--- src/hw/rtl/cio_pkg.sv ---
// package for the console i/o timer and pad port
// holds request/response types, action codes and decode constants; no dependencies
`timescale 1ns / 1ps

package cio_pkg;

    localparam logic [1:0] ACT_READ  = 2'd0;
    localparam logic [1:0] ACT_WRITE = 2'd1;
    localparam logic [1:0] ACT_TICK  = 2'd2;

    localparam logic [7:0]  IO_BANK    = 8'hff;
    localparam logic [12:0] DEV_MASK   = 13'h1c00;
    localparam logic [12:0] DEV_TIMER  = 13'h0c00;
    localparam logic [12:0] DEV_PAD    = 13'h1000;
    localparam logic [7:0]  COUNT_MASK = 8'h7f;
    localparam logic [7:0]  BYTE_MASK  = 8'hff;
    localparam logic [7:0]  NIB_MASK   = 8'h0f;
    localparam logic [7:0]  CTRY_BIT   = 8'h40;

    typedef struct packed {
        logic [1:0]  action;
        logic [7:0]  bank;
        logic [12:0] page_offset;
        logic [7:0]  write_data;
        logic [7:0]  buttons;
    } t_req;

    typedef struct packed {
        logic [7:0] read_data;
        logic       served;
        logic       timer_irq;
    } t_rsp;

endpackage

--- src/hw/rtl/cio_if.sv ---
// valid/ready channel interfaces for requests and responses
// standalone, no package dependency
`timescale 1ns / 1ps

interface cio_req_if;
    logic        valid;
    logic        ready;
    logic [1:0]  action;
    logic [7:0]  bank;
    logic [12:0] page_offset;
    logic [7:0]  write_data;
    logic [7:0]  buttons;

    modport source (output valid, action, bank, page_offset, write_data, buttons,
                    input ready);
    modport sink   (input valid, action, bank, page_offset, write_data, buttons,
                    output ready);
endinterface

interface cio_rsp_if;
    logic       valid;
    logic       ready;
    logic [7:0] read_data;
    logic       served;
    logic       timer_irq;

    modport source (output valid, read_data, served, timer_irq, input ready);
    modport sink   (input valid, read_data, served, timer_irq, output ready);
endinterface

--- src/hw/rtl/console_io_timer_and_pad_port.sv ---
// top level: input request register, core decode, response register
// a request is registered at the input, and its decoded response again at the output
// throughput: one request per cycle; both stages advance together unless the response stalls
// reset: synchronous active-low i_rst_n empties both stages and clears timer and pad state,
// country flag resets to 1; depends on cio_pkg, cio_if, cio_core
`timescale 1ns / 1ps

module console_io_timer_and_pad_port (
    input  logic     i_clk,
    input  logic     i_rst_n,
    cio_req_if.sink  i_req,
    cio_rsp_if.source o_rsp,
    input  logic     i_cfg_we,
    input  logic     i_cfg_data
);
    import cio_pkg::*;

    logic r_in_valid;
    t_req r_in;
    logic r_out_valid;
    t_rsp r_out;
    t_rsp core_rsp;
    logic advance;
    logic in_take;

    assign advance     = r_in_valid && (!r_out_valid || o_rsp.ready);
    assign in_take     = i_req.valid && i_req.ready;
    assign i_req.ready = !r_in_valid || advance;

    cio_core u_core (
        .i_clk      (i_clk),
        .i_rst_n    (i_rst_n),
        .i_step     (advance),
        .i_req      (r_in),
        .i_cfg_we   (i_cfg_we),
        .i_cfg_data (i_cfg_data),
        .o_rsp      (core_rsp)
    );

    always_ff @(posedge i_clk) begin
        if (!i_rst_n) begin
            r_in_valid  <= 1'b0;
            r_out_valid <= 1'b0;
        end else begin
            if (in_take) begin
                r_in_valid <= 1'b1;
            end else if (advance) begin
                r_in_valid <= 1'b0;
            end
            if (advance) begin
                r_out_valid <= 1'b1;
            end else if (o_rsp.ready) begin
                r_out_valid <= 1'b0;
            end
        end
    end

    always_ff @(posedge i_clk) begin
        if (in_take) begin
            r_in.action      <= i_req.action;
            r_in.bank        <= i_req.bank;
            r_in.page_offset <= i_req.page_offset;
            r_in.write_data  <= i_req.write_data;
            r_in.buttons     <= i_req.buttons;
        end
        if (advance) begin
            r_out <= core_rsp;
        end
    end

    assign o_rsp.valid     = r_out_valid;
    assign o_rsp.read_data = r_out.read_data;
    assign o_rsp.served    = r_out.served;
    assign o_rsp.timer_irq = r_out.timer_irq;

    a_irq_not_served: assert property (@(posedge i_clk) disable iff (!i_rst_n)
        r_out_valid |-> !(r_out.served && r_out.timer_irq))
        else $error("response has both served and timer_irq");

    a_data_needs_served: assert property (@(posedge i_clk) disable iff (!i_rst_n)
        (r_out_valid && r_out.read_data != 8'h00) |-> r_out.served)
        else $error("nonzero read_data on unserved request");

    a_take_fills_input: assert property (@(posedge i_clk) disable iff (!i_rst_n)
        in_take |=> r_in_valid)
        else $error("accepted request lost from input stage");

    a_stall_keeps_output: assert property (@(posedge i_clk) disable iff (!i_rst_n)
        (r_out_valid && !o_rsp.ready) |=> r_out_valid)
        else $error("stalled response dropped");

endmodule

--- src/hw/rtl/cio_core.sv ---
// timer and pad port state with the single-pass decode of one request
// depends on cio_pkg
`timescale 1ns / 1ps

module cio_core (
    input  logic          i_clk,
    input  logic          i_rst_n,
    input  logic          i_step,
    input  cio_pkg::t_req i_req,
    input  logic          i_cfg_we,
    input  logic          i_cfg_data,
    output cio_pkg::t_rsp o_rsp
);
    import cio_pkg::*;

    logic [7:0] r_timer_preload, n_timer_preload;
    logic [6:0] r_timer_count, n_timer_count;
    logic [7:0] r_timer_control, n_timer_control;
    logic       r_pad_sel, n_pad_sel;
    logic       r_country;
    logic       io_hit;
    logic [12:0] dev;
    logic [3:0] nib;
    logic [7:0] pad_raw;

    assign io_hit  = (i_req.bank == IO_BANK);
    assign dev     = i_req.page_offset & DEV_MASK;
    assign nib     = r_pad_sel ? i_req.buttons[7:4] : (i_req.buttons[3:0] & NIB_MASK[3:0]);
    assign pad_raw = {4'b0000, nib} | (r_country ? CTRY_BIT : 8'h00);

    always_comb begin
        n_timer_preload = r_timer_preload;
        n_timer_count   = r_timer_count;
        n_timer_control = r_timer_control;
        n_pad_sel       = r_pad_sel;
        o_rsp           = '0;
        unique case (i_req.action)
            ACT_TICK: begin
                if (r_timer_control[0]) begin
                    if (r_timer_count == 7'd0) begin
                        n_timer_count   = r_timer_preload[6:0] & COUNT_MASK[6:0];
                        o_rsp.timer_irq = 1'b1;
                    end else begin
                        n_timer_count = r_timer_count - 7'd1;
                    end
                end
            end
            ACT_READ, ACT_WRITE: begin
                if (io_hit && dev == DEV_TIMER) begin
                    o_rsp.served = 1'b1;
                    if (i_req.action == ACT_READ) begin
                        o_rsp.read_data = i_req.page_offset[0] ? r_timer_control
                                                               : {1'b0, r_timer_count};
                    end else if (i_req.page_offset[0]) begin
                        if (!r_timer_control[0] && i_req.write_data[0]) begin
                            n_timer_count = r_timer_preload[6:0] & COUNT_MASK[6:0];
                        end
                        n_timer_control = i_req.write_data;
                    end else begin
                        n_timer_preload = i_req.write_data;
                    end
                end else if (io_hit && dev == DEV_PAD) begin
                    o_rsp.served = 1'b1;
                    if (i_req.action == ACT_READ) begin
                        o_rsp.read_data = pad_raw ^ BYTE_MASK;
                    end else begin
                        n_pad_sel = i_req.write_data[0];
                    end
                end
            end
            default: begin
                o_rsp = '0;
            end
        endcase
    end

    always_ff @(posedge i_clk) begin
        if (!i_rst_n) begin
            r_timer_preload <= '0;
            r_timer_count   <= '0;
            r_timer_control <= '0;
            r_pad_sel       <= 1'b0;
            r_country       <= 1'b1;
        end else begin
            if (i_step) begin
                r_timer_preload <= n_timer_preload;
                r_timer_count   <= n_timer_count;
                r_timer_control <= n_timer_control;
                r_pad_sel       <= n_pad_sel;
            end
            if (i_cfg_we) begin
                r_country <= i_cfg_data;
            end
        end
    end

endmodule
--- src/flat_wrapper.sv ---
// flat-port wrapper written by rule: the top's interface ports become plain ports
module console_io_timer_and_pad_port_flat import cio_pkg::*;
  (i_clk, i_rst_n, i_cfg_we, i_cfg_data, i_req_valid, i_req_action, i_req_bank, i_req_page_offset, i_req_write_data, i_req_buttons, i_req_ready, o_rsp_valid, o_rsp_read_data, o_rsp_served, o_rsp_timer_irq, o_rsp_ready);
  cio_req_if i_req_i ();
  cio_rsp_if o_rsp_i ();
  input  logic i_clk;
  input  logic i_rst_n;
  input  logic i_cfg_we;
  input  logic i_cfg_data;
  input wire logic [$bits(i_req_i.valid)-1:0] i_req_valid;
  input wire logic [$bits(i_req_i.action)-1:0] i_req_action;
  input wire logic [$bits(i_req_i.bank)-1:0] i_req_bank;
  input wire logic [$bits(i_req_i.page_offset)-1:0] i_req_page_offset;
  input wire logic [$bits(i_req_i.write_data)-1:0] i_req_write_data;
  input wire logic [$bits(i_req_i.buttons)-1:0] i_req_buttons;
  output wire logic [$bits(i_req_i.ready)-1:0] i_req_ready;
  output wire logic [$bits(o_rsp_i.valid)-1:0] o_rsp_valid;
  output wire logic [$bits(o_rsp_i.read_data)-1:0] o_rsp_read_data;
  output wire logic [$bits(o_rsp_i.served)-1:0] o_rsp_served;
  output wire logic [$bits(o_rsp_i.timer_irq)-1:0] o_rsp_timer_irq;
  input wire logic [$bits(o_rsp_i.ready)-1:0] o_rsp_ready;
  assign i_req_i.valid = i_req_valid;
  assign i_req_i.action = i_req_action;
  assign i_req_i.bank = i_req_bank;
  assign i_req_i.page_offset = i_req_page_offset;
  assign i_req_i.write_data = i_req_write_data;
  assign i_req_i.buttons = i_req_buttons;
  assign i_req_ready = i_req_i.ready;
  assign o_rsp_valid = o_rsp_i.valid;
  assign o_rsp_read_data = o_rsp_i.read_data;
  assign o_rsp_served = o_rsp_i.served;
  assign o_rsp_timer_irq = o_rsp_i.timer_irq;
  assign o_rsp_i.ready = o_rsp_ready;
  console_io_timer_and_pad_port u_core (.i_clk(i_clk), .i_rst_n(i_rst_n), .i_req(i_req_i), .o_rsp(o_rsp_i), .i_cfg_we(i_cfg_we), .i_cfg_data(i_cfg_data));
endmodule
--- config.mk ---
export PLATFORM = sky130hd
export DESIGN_NAME = console_io_timer_and_pad_port_flat
export DESIGN_NICKNAME = d
export VERILOG_FILES = /design/src/hw/rtl/cio_pkg.sv /design/src/hw/rtl/cio_if.sv /design/src/hw/rtl/console_io_timer_and_pad_port.sv /design/src/hw/rtl/cio_core.sv /design/src/flat_wrapper.sv
export SDC_FILE = /design/constraint.sdc
export NUM_CORES = 1
export LEC_CHECK = 0
export BUFFER_PORTS_ARGS = -buffer_cell sky130_fd_sc_hd__buf_2
export CAP_MARGIN = 20
export CORE_ASPECT_RATIO = 1.2
export CORE_MARGIN = 3
export CORE_UTILIZATION = 41
export DETAILED_ROUTE_END_ITERATION = 16
export GPL_TIMING_DRIVEN = 0
export RECOVER_POWER = 25
export SLEW_MARGIN = 15
export SYNTH_ARGS = -nofsm -noshare
export SYNTH_HDL_FRONTEND = slang
export SYNTH_HIERARCHICAL = 1
export SYNTH_SLANG_ARGS = --single-unit
--- constraint.sdc ---
create_clock -name i_clk -period 2.85 [get_ports i_clk]
set_clock_uncertainty 0.1 [all_clocks]
set_input_delay 0.4275 -clock i_clk [delete_from_list [all_inputs] [get_ports i_clk]]
set_output_delay 0.4275 -clock i_clk [all_outputs]
set_load 0.01 [all_outputs]
==> key figures, run 1 <==
Floorplanning
  • I/O pins: 57
  • Die Area: just over 8000 um2
  • Core area: a little under 7000 um2
  • Row cnt: 33
  • Die height: roughly 99 um
  • Die Span X: roughly 83 um
  • Initial Util: ~43%

Layout
  • Diode count: 0
  • Area Overhead vs Synth: 22.0%
  • Share of layout cells above drive strength 1: between 20% and 30%
  • Filler cells: about 600
  • Final Cell Area: ~3600 um2
  • Final core occ: around 52%
  • Final net count: about 360
  • Non-Filler Instances: 401

Run status
  • Outcome: complete, no violations

Clocking
  • Clk Latency, worst-skew pair: between 0.3 and 0.4 ns
  • Root Buffer: clkbuf_8
  • CTS clk-pin slew, worst paths: 0.07 ns
  • Hold_buf cts: 0
  • CTS tree: done
  • Htree depth: 3
  • Num Clock Sinks: 66
  • Clk buf depth: 2
  • CTS Buf Count: 9
  • Post-CTS setup buffer count: 0

Pwr
  • P per Cell Area: 615 nW/um2
  • Leakage: 1.30 nW
  • Maximum VDD drop: approximately 0.49 mV

Setup path
  • Reg2reg setup slack: roughly 0.45 ns
  • FF-to-FF path depth: 6
  • R2R Path End: u_core/u_core/r_timer_control[1]
  • Setup crit end kind: flip-flop
  • RR Startpoint: u_core/r_in_valid
  • Worst path depth: 6
  • CP Launch Type: flip-flop
  • Required @ worst endpoint: 3.01 ns
  • CP Capture Point: u_core/u_core/r_timer_control[1]
  • Top delay family on crit path: simple AND/OR/NAND/NOR gates
  • Worst path slowest cell: nor4_2
  • Maximum fanout along the worst path: 12
  • Slowest cell delay on critical path: around 0.47 ns
  • Setup CP Type: reg -> reg
  • Critical path buffers and inverters: 1
  • Arrival time worst endpoint: between 2 and 3 ns
  • CP cell instances: nor2b_4 -> nand3b_1 -> nor4_2 -> clkbuf_1 -> nand3_1 -> a21oi_1
  • Crit path from: u_core/r_in_valid

Flow run
  • Max cap viols: 0

Timing
  • Final critical-path share of the clock period: a little over four fifths
  • Final hold viol count: 0
  • Setup violations, final: 0
  • Minimum clock period: ~2.4 ns
  • Final WS setup: ~0.45 ns
  • Achievable frequency: between 0.4 and 0.5 GHz
  • Slew Limit Fails: 0
  • Setup_tns: 0 ns
  • Slew headroom: 60.2%
  • RSZ-0062 raised after global routing: false
  • Worst-margin pin slew: ~0.59 ns

Worst hold path
  • Worst hold path class: in -> reg

Detailed routing
  • Vias: 2110
  • Routed wire length: 6080 um
  • Via-to-Cell Ratio: around 5.3
  • Drc violations: 0
  • Per-cell routed wire length: approximately 15 um
  • Initial DRC count: 115
  • Drt first pass iters: 4
  • Antenna viol nets, final: 0

Synth
  • Mapped Avg Cell Area: about 12 um2
  • Yosys Warn Count: 6
  • Post-Syn Nets: about 300
  • Cell count after synthesis: 250
  • Syn Std Cell Area: ~3000 um2

Global routing
  • Total Routing Usage GR: between 10% and 20%
  • Initial antenna violation count: 0
  • Vias in the first global route: 2156
  • First-pass GRT wire length: around 10000 um
  • Grt ovf: 0
  • Pin count of the biggest net entering global routing: 28

Placement
  • GP Congestion: 0.853
  • Setup WS pre-CTS: -0.196 ns
  • PortBufs: 47
  • Post-Place Cells: approximately 390
  • Dpl hpwl: roughly 4500 um
  • Post-Place Cell Area: approximately 3300 um2
[repair_timing]
item / CTS / global route
resized for setup: 1 / 1
pin swaps: 0 / 0
setup endpoints to repair: 10 / 9
[per-stage QoR]
step           power, W  hold slack (ns)
3_5_place_dp    0.00120            0.371
4_1_cts         0.00223            0.144
3_3_place_gp    0.00120            0.362
5_1_grt         0.00229            0.143
2_1_floorplan   0.00115            0.343
6_report        0.00221            0.165
[registers in the layout (all words and copies together), names as in the netlist]
signal and count:
u_core/o_rsp.valid 1, u_core/u_core/r_country 1, u_core/o_rsp.served 1, u_core/u_core/r_timer_control 8, u_core/u_core/r_timer_preload 7, u_core/r_in 30
u_core/o_rsp.read_data 8, u_core/o_rsp.timer_irq 1, u_core/u_core/r_timer_count 7, u_core/u_core/r_pad_sel 1, u_core/r_in_valid 1
[where the power goes]
group          total, W  internal [W]  switching, W
Clock           0.00103      0.000669      0.000359
Sequential      0.00107       0.00105     0.0000184
Combinational  0.000113     0.0000466     0.0000666
[worst register-to-register path: stages (launching register included)]
cell and delay [ns]:
dfxtp_1 0.46, nor2b_4 0.40, nand3b_1 0.19, nor4_2 0.47, clkbuf_1 0.40, nand3_1 0.14, a21oi_1 0.16
[layer usage]
| metal | global-route usage (%) | share of wire (%) | wire length [um] |
|---|---|---|---|
| met1 | 20.2 | 44 | 2660 |
| met2 | 25.4 | 51 | 3090 |
| met3 | 2.76 | 3.9 | 235 |
| met4 | 7.55 | 1.5 | 93 |
| met5 | 0 | 0 | 0 |
[how the worst min path moves through the flow]
stage | start | end | cells after the start
3_3_place_gp | u_core/u_core/r_timer_control[3] | u_core/u_core/r_timer_control[3] | 2
5_1_grt | i_req_buttons[3] | u_core/r_in[3] | 1
6_report | i_req_buttons[0] | u_core/r_in[0] | 1
4_1_cts | i_req_page_offset[11] | u_core/r_in[27] | 1
3_5_place_dp | u_core/u_core/r_timer_preload[4] | u_core/u_core/r_timer_preload[4] | 2
2_1_floorplan | u_core/u_core/r_country | u_core/u_core/r_country | 2
[layout by cell type (no fill, tap or decap), types with 6 or more instances in the layout]
cell and count:
dfxtp_1 26, nor2_1 10, clkbuf_1 13, mux2i_1 12, inv_1 6, a21oi_1 21
nand3_1 20, nand2_1 14, buf_2 48, edfxtp_1 40, o21ai_0 19, clkbuf_8 9
[layout make-up]
type	count	area [um2]	share of cell area (%)
Sequential cell	66	1720	47.9
Multi-Input combinational cell	161	1150	31.9
Timing Repair Buffer	48	255	7.11
Clock inverter	7	141	3.94
Clock buffer	9	124	3.45
Tap cell	87	109	3.03
Buffer	17	72.6	2.02
Inverter	6	22.5	0.627
(Power assumes the default switching activity.)
==> inputs of run 2 (changes only) <==
ABC_AREA = 1   (was unset)
clock period = 1.95 ns   (was 2.85 ns; I/O delays follow)
==> run 2 against run 1 <==
Compared with the run above:
- first-iteration DRC count increased by 13%
- critical path depth increased by 3
- count of clock-buffer cells in the layout increased by 3
- maximum frequency increased by 44%
- sequential cell count unchanged
- non-clock buffer count decreased by 2
- sequential power increased by 46%
- worst setup slack got worse by 0.17 ns
- total power increased by 34%
- routed wire length decreased by 8.2%
- synthesized cell count increased by 20%
- final cell count increased by 14%
- critical path type unchanged
- largest power group unchanged
==> key figures, run 2 <==
Run status
  • Outcome: complete, no violations

Timing
  • Slew headroom: 77.1% (+17 points)
  • Worst-margin pin slew: 0.343 ns (-0.249 ns)
  • Setup violations, final: 0 (unchanged)
  • Achievable frequency: 0.601 GHz (+44%)
  • Minimum clock period: 1.66 ns (-0.735 ns)
  • RSZ-0062 raised after global routing: false
  • Final hold viol count: 0 (unchanged)
  • Setup_tns: 0 ns (unchanged)
  • Slew Limit Fails: 0 (unchanged)
  • Final critical-path share of the clock period: 85.3% (+1.2 points)

Clocking
  • Clk buf depth: 2 (unchanged)
  • Hold_buf cts: 0 (unchanged)
  • Num Clock Sinks: 66 (unchanged)
  • CTS clk-pin slew, worst paths: 0.07 ns (about the same)
  • CTS tree: done
  • Root Buffer: clkbuf_8
  • Clk Latency, worst-skew pair: 0.34 ns (about the same)
  • CTS Buf Count: 9 (unchanged)
  • Htree depth: 3 (unchanged)

Worst hold path
  • Worst hold path class: in -> reg

Synth
  • Mapped Avg Cell Area: 9.32 um2 (-21%)
  • Syn Std Cell Area: 2810 um2 (-4.7%)
  • Post-Syn Nets: 348 (+17%)
  • Cell count after synthesis: 301 (+20%)
  • Yosys Warn Count: 6 (unchanged)

Placement
  • Post-Place Cells: 433 (+12%)
  • PortBufs: 47 (unchanged)
  • GP Congestion: 0.870 (+2.0%)
  • Dpl hpwl: 4110 um (-7.9%)

Floorplanning
  • Die Area: 7870 um2 (-4.4%)
  • I/O pins: 57 (unchanged)
  • Die height: 96.6 um (-2.2%)
  • Core area: 6530 um2 (-5.4%)
  • Row cnt: 32 (-3.0%)
  • Initial Util: 43.0% (+0.29 points)
  • Die Span X: 81.5 um (-2.2%)

Setup path
  • Setup CP Type: reg -> reg
  • CP cell instances: inv_2 -> nand2_1 -> nor2_1 -> nand4_1 -> nand2_1 -> nand2_2 -> buf_6 -> nor2_1 -> nor2_1
  • Slowest cell delay on critical path: 0.47 ns (about the same)
  • Required @ worst endpoint: 2.08 ns (-0.93 ns)
  • Setup crit end kind: flip-flop
  • Maximum fanout along the worst path: 10 (-2)
  • Most used cell, CP: nor2_1
  • Arrival time worst endpoint: 1.79 ns (-0.77 ns)
  • CP Launch Type: flip-flop
  • Worst path slowest cell: edfxtp_1

Layout
  • Largest register FFs: 30 (unchanged)
  • Diode count: 0 (unchanged)
  • Most frequent cells in the layout: nand2_1 (61), nor2_1 (54), buf_2 (49), edfxtp_1 (40), inv_1 (27)
  • Non-Filler Instances: 458 (+14%)
  • Area Overhead vs Synth: 23.0%
  • Final core occ: 52.9% (+0.76 points)
  • Commonest non-fill, non-tap cell in the layout: nand2_1
  • Share of layout cells above drive strength 1: 24.4% (-2.7 points)
  • Filler cells: 622 (+3.0%)
  • Biggest register: u_core/r_in
  • Final net count: 415 (+17%)

Detailed routing
  • Drc violations: 0 (unchanged)
  • Per-cell routed wire length: 12.2 um (-20%)
  • Routed wire length: 5580 um (-8.2%)
  • Initial DRC count: 130 (+13%)
  • Vias: 2144 (+1.6%)
  • Drt first pass iters: 4 (unchanged)
  • Via-to-Cell Ratio: 4.68 (-11%)
  • Antenna viol nets, final: 0 (unchanged)

Flow run
  • Max cap viols: 0 (unchanged)

Pwr
  • Maximum VDD drop: 0.447 mV (-9.3%)
  • Leakage: 1.53 nW (+18%)
  • P per Cell Area: 860 nW/um2 (+40%)

Global routing
  • Pin count of the biggest net entering global routing: 31 (+11%)
  • Initial antenna violation count: 0 (unchanged)
  • First-pass GRT wire length: 9150 um (-11%)
  • Vias in the first global route: 2011 (-6.7%)
  • Total Routing Usage GR: 15.5% (-0.093 points)
  • Grt ovf: 0 (unchanged)
run 2: final timing paths:
path,from,endpoint,slack (ns),cells after the start
min,i_req_page_offset[10],u_core/r_in[26],0.02,1
min reg2reg,u_core/u_core/r_timer_preload[4],u_core/u_core/r_timer_preload[4],0.35,2
max reg2reg,u_core/r_in[38],u_core/u_core/r_timer_count[0],0.29,9
max,u_core/r_in[38],u_core/u_core/r_timer_count[0],0.29,9
run 2: final cells by class:
class	count	area, um2	area share [%]
Timing Repair Buffer	56	323	9.36
Clock buffer	12	135	3.92
Tap cell	85	106	3.08
Clock inverter	4	68.8	1.99
Buffer	7	55.1	1.60
Sequential cell	66	1720	49.9
Inverter	31	116	3.37
Multi-Input combinational cell	197	923	26.8
run 2: per-layer routing:
layer / vias to the layer above / wire length [um] / track usage (%)
li1: 1129 / - / -
met5: - / 0 / 0
met3: 8 / 257 / 4.47
met2: 50 / 2760 / 24.7
met1: 957 / 2470 / 19.3
met4: 0 / 87 / 6.63
run 2: power by group:
part / internal (W) / switching, W
logic: 0.0000908 / 0.000121
registers: 0.00153 / 0.0000247
clock network: 0.000715 / 0.000482
total: 0.00234 / 0.000628
run 2: repair_timing:
action | in CTS | in global routing
endpoints found under the setup margin | 22 | 2
gates resized for setup | 2 | 0
buffers inserted | 0 | 8
run 2: stage by stage:
stage          setup slack [ns]  cell area, um2  hold WS, ns  total power, W
6_report                  0.286            3450       0.0246         0.00297
5_1_grt                  0.0949            3450      0.00596         0.00310
4_1_cts                   0.125            3360      0.00860         0.00298
3_5_place_dp             -0.432            3150        0.344         0.00178
3_3_place_gp             -0.393            3150        0.338         0.00177
2_1_floorplan            0.0175            2810        0.291         0.00170
run 2: critical path: cells and delay by family (launching register included):
family	cells	cell delay (ns)
simple gates	7	0.70
flops	1	0.47
buf+inv	2	0.29
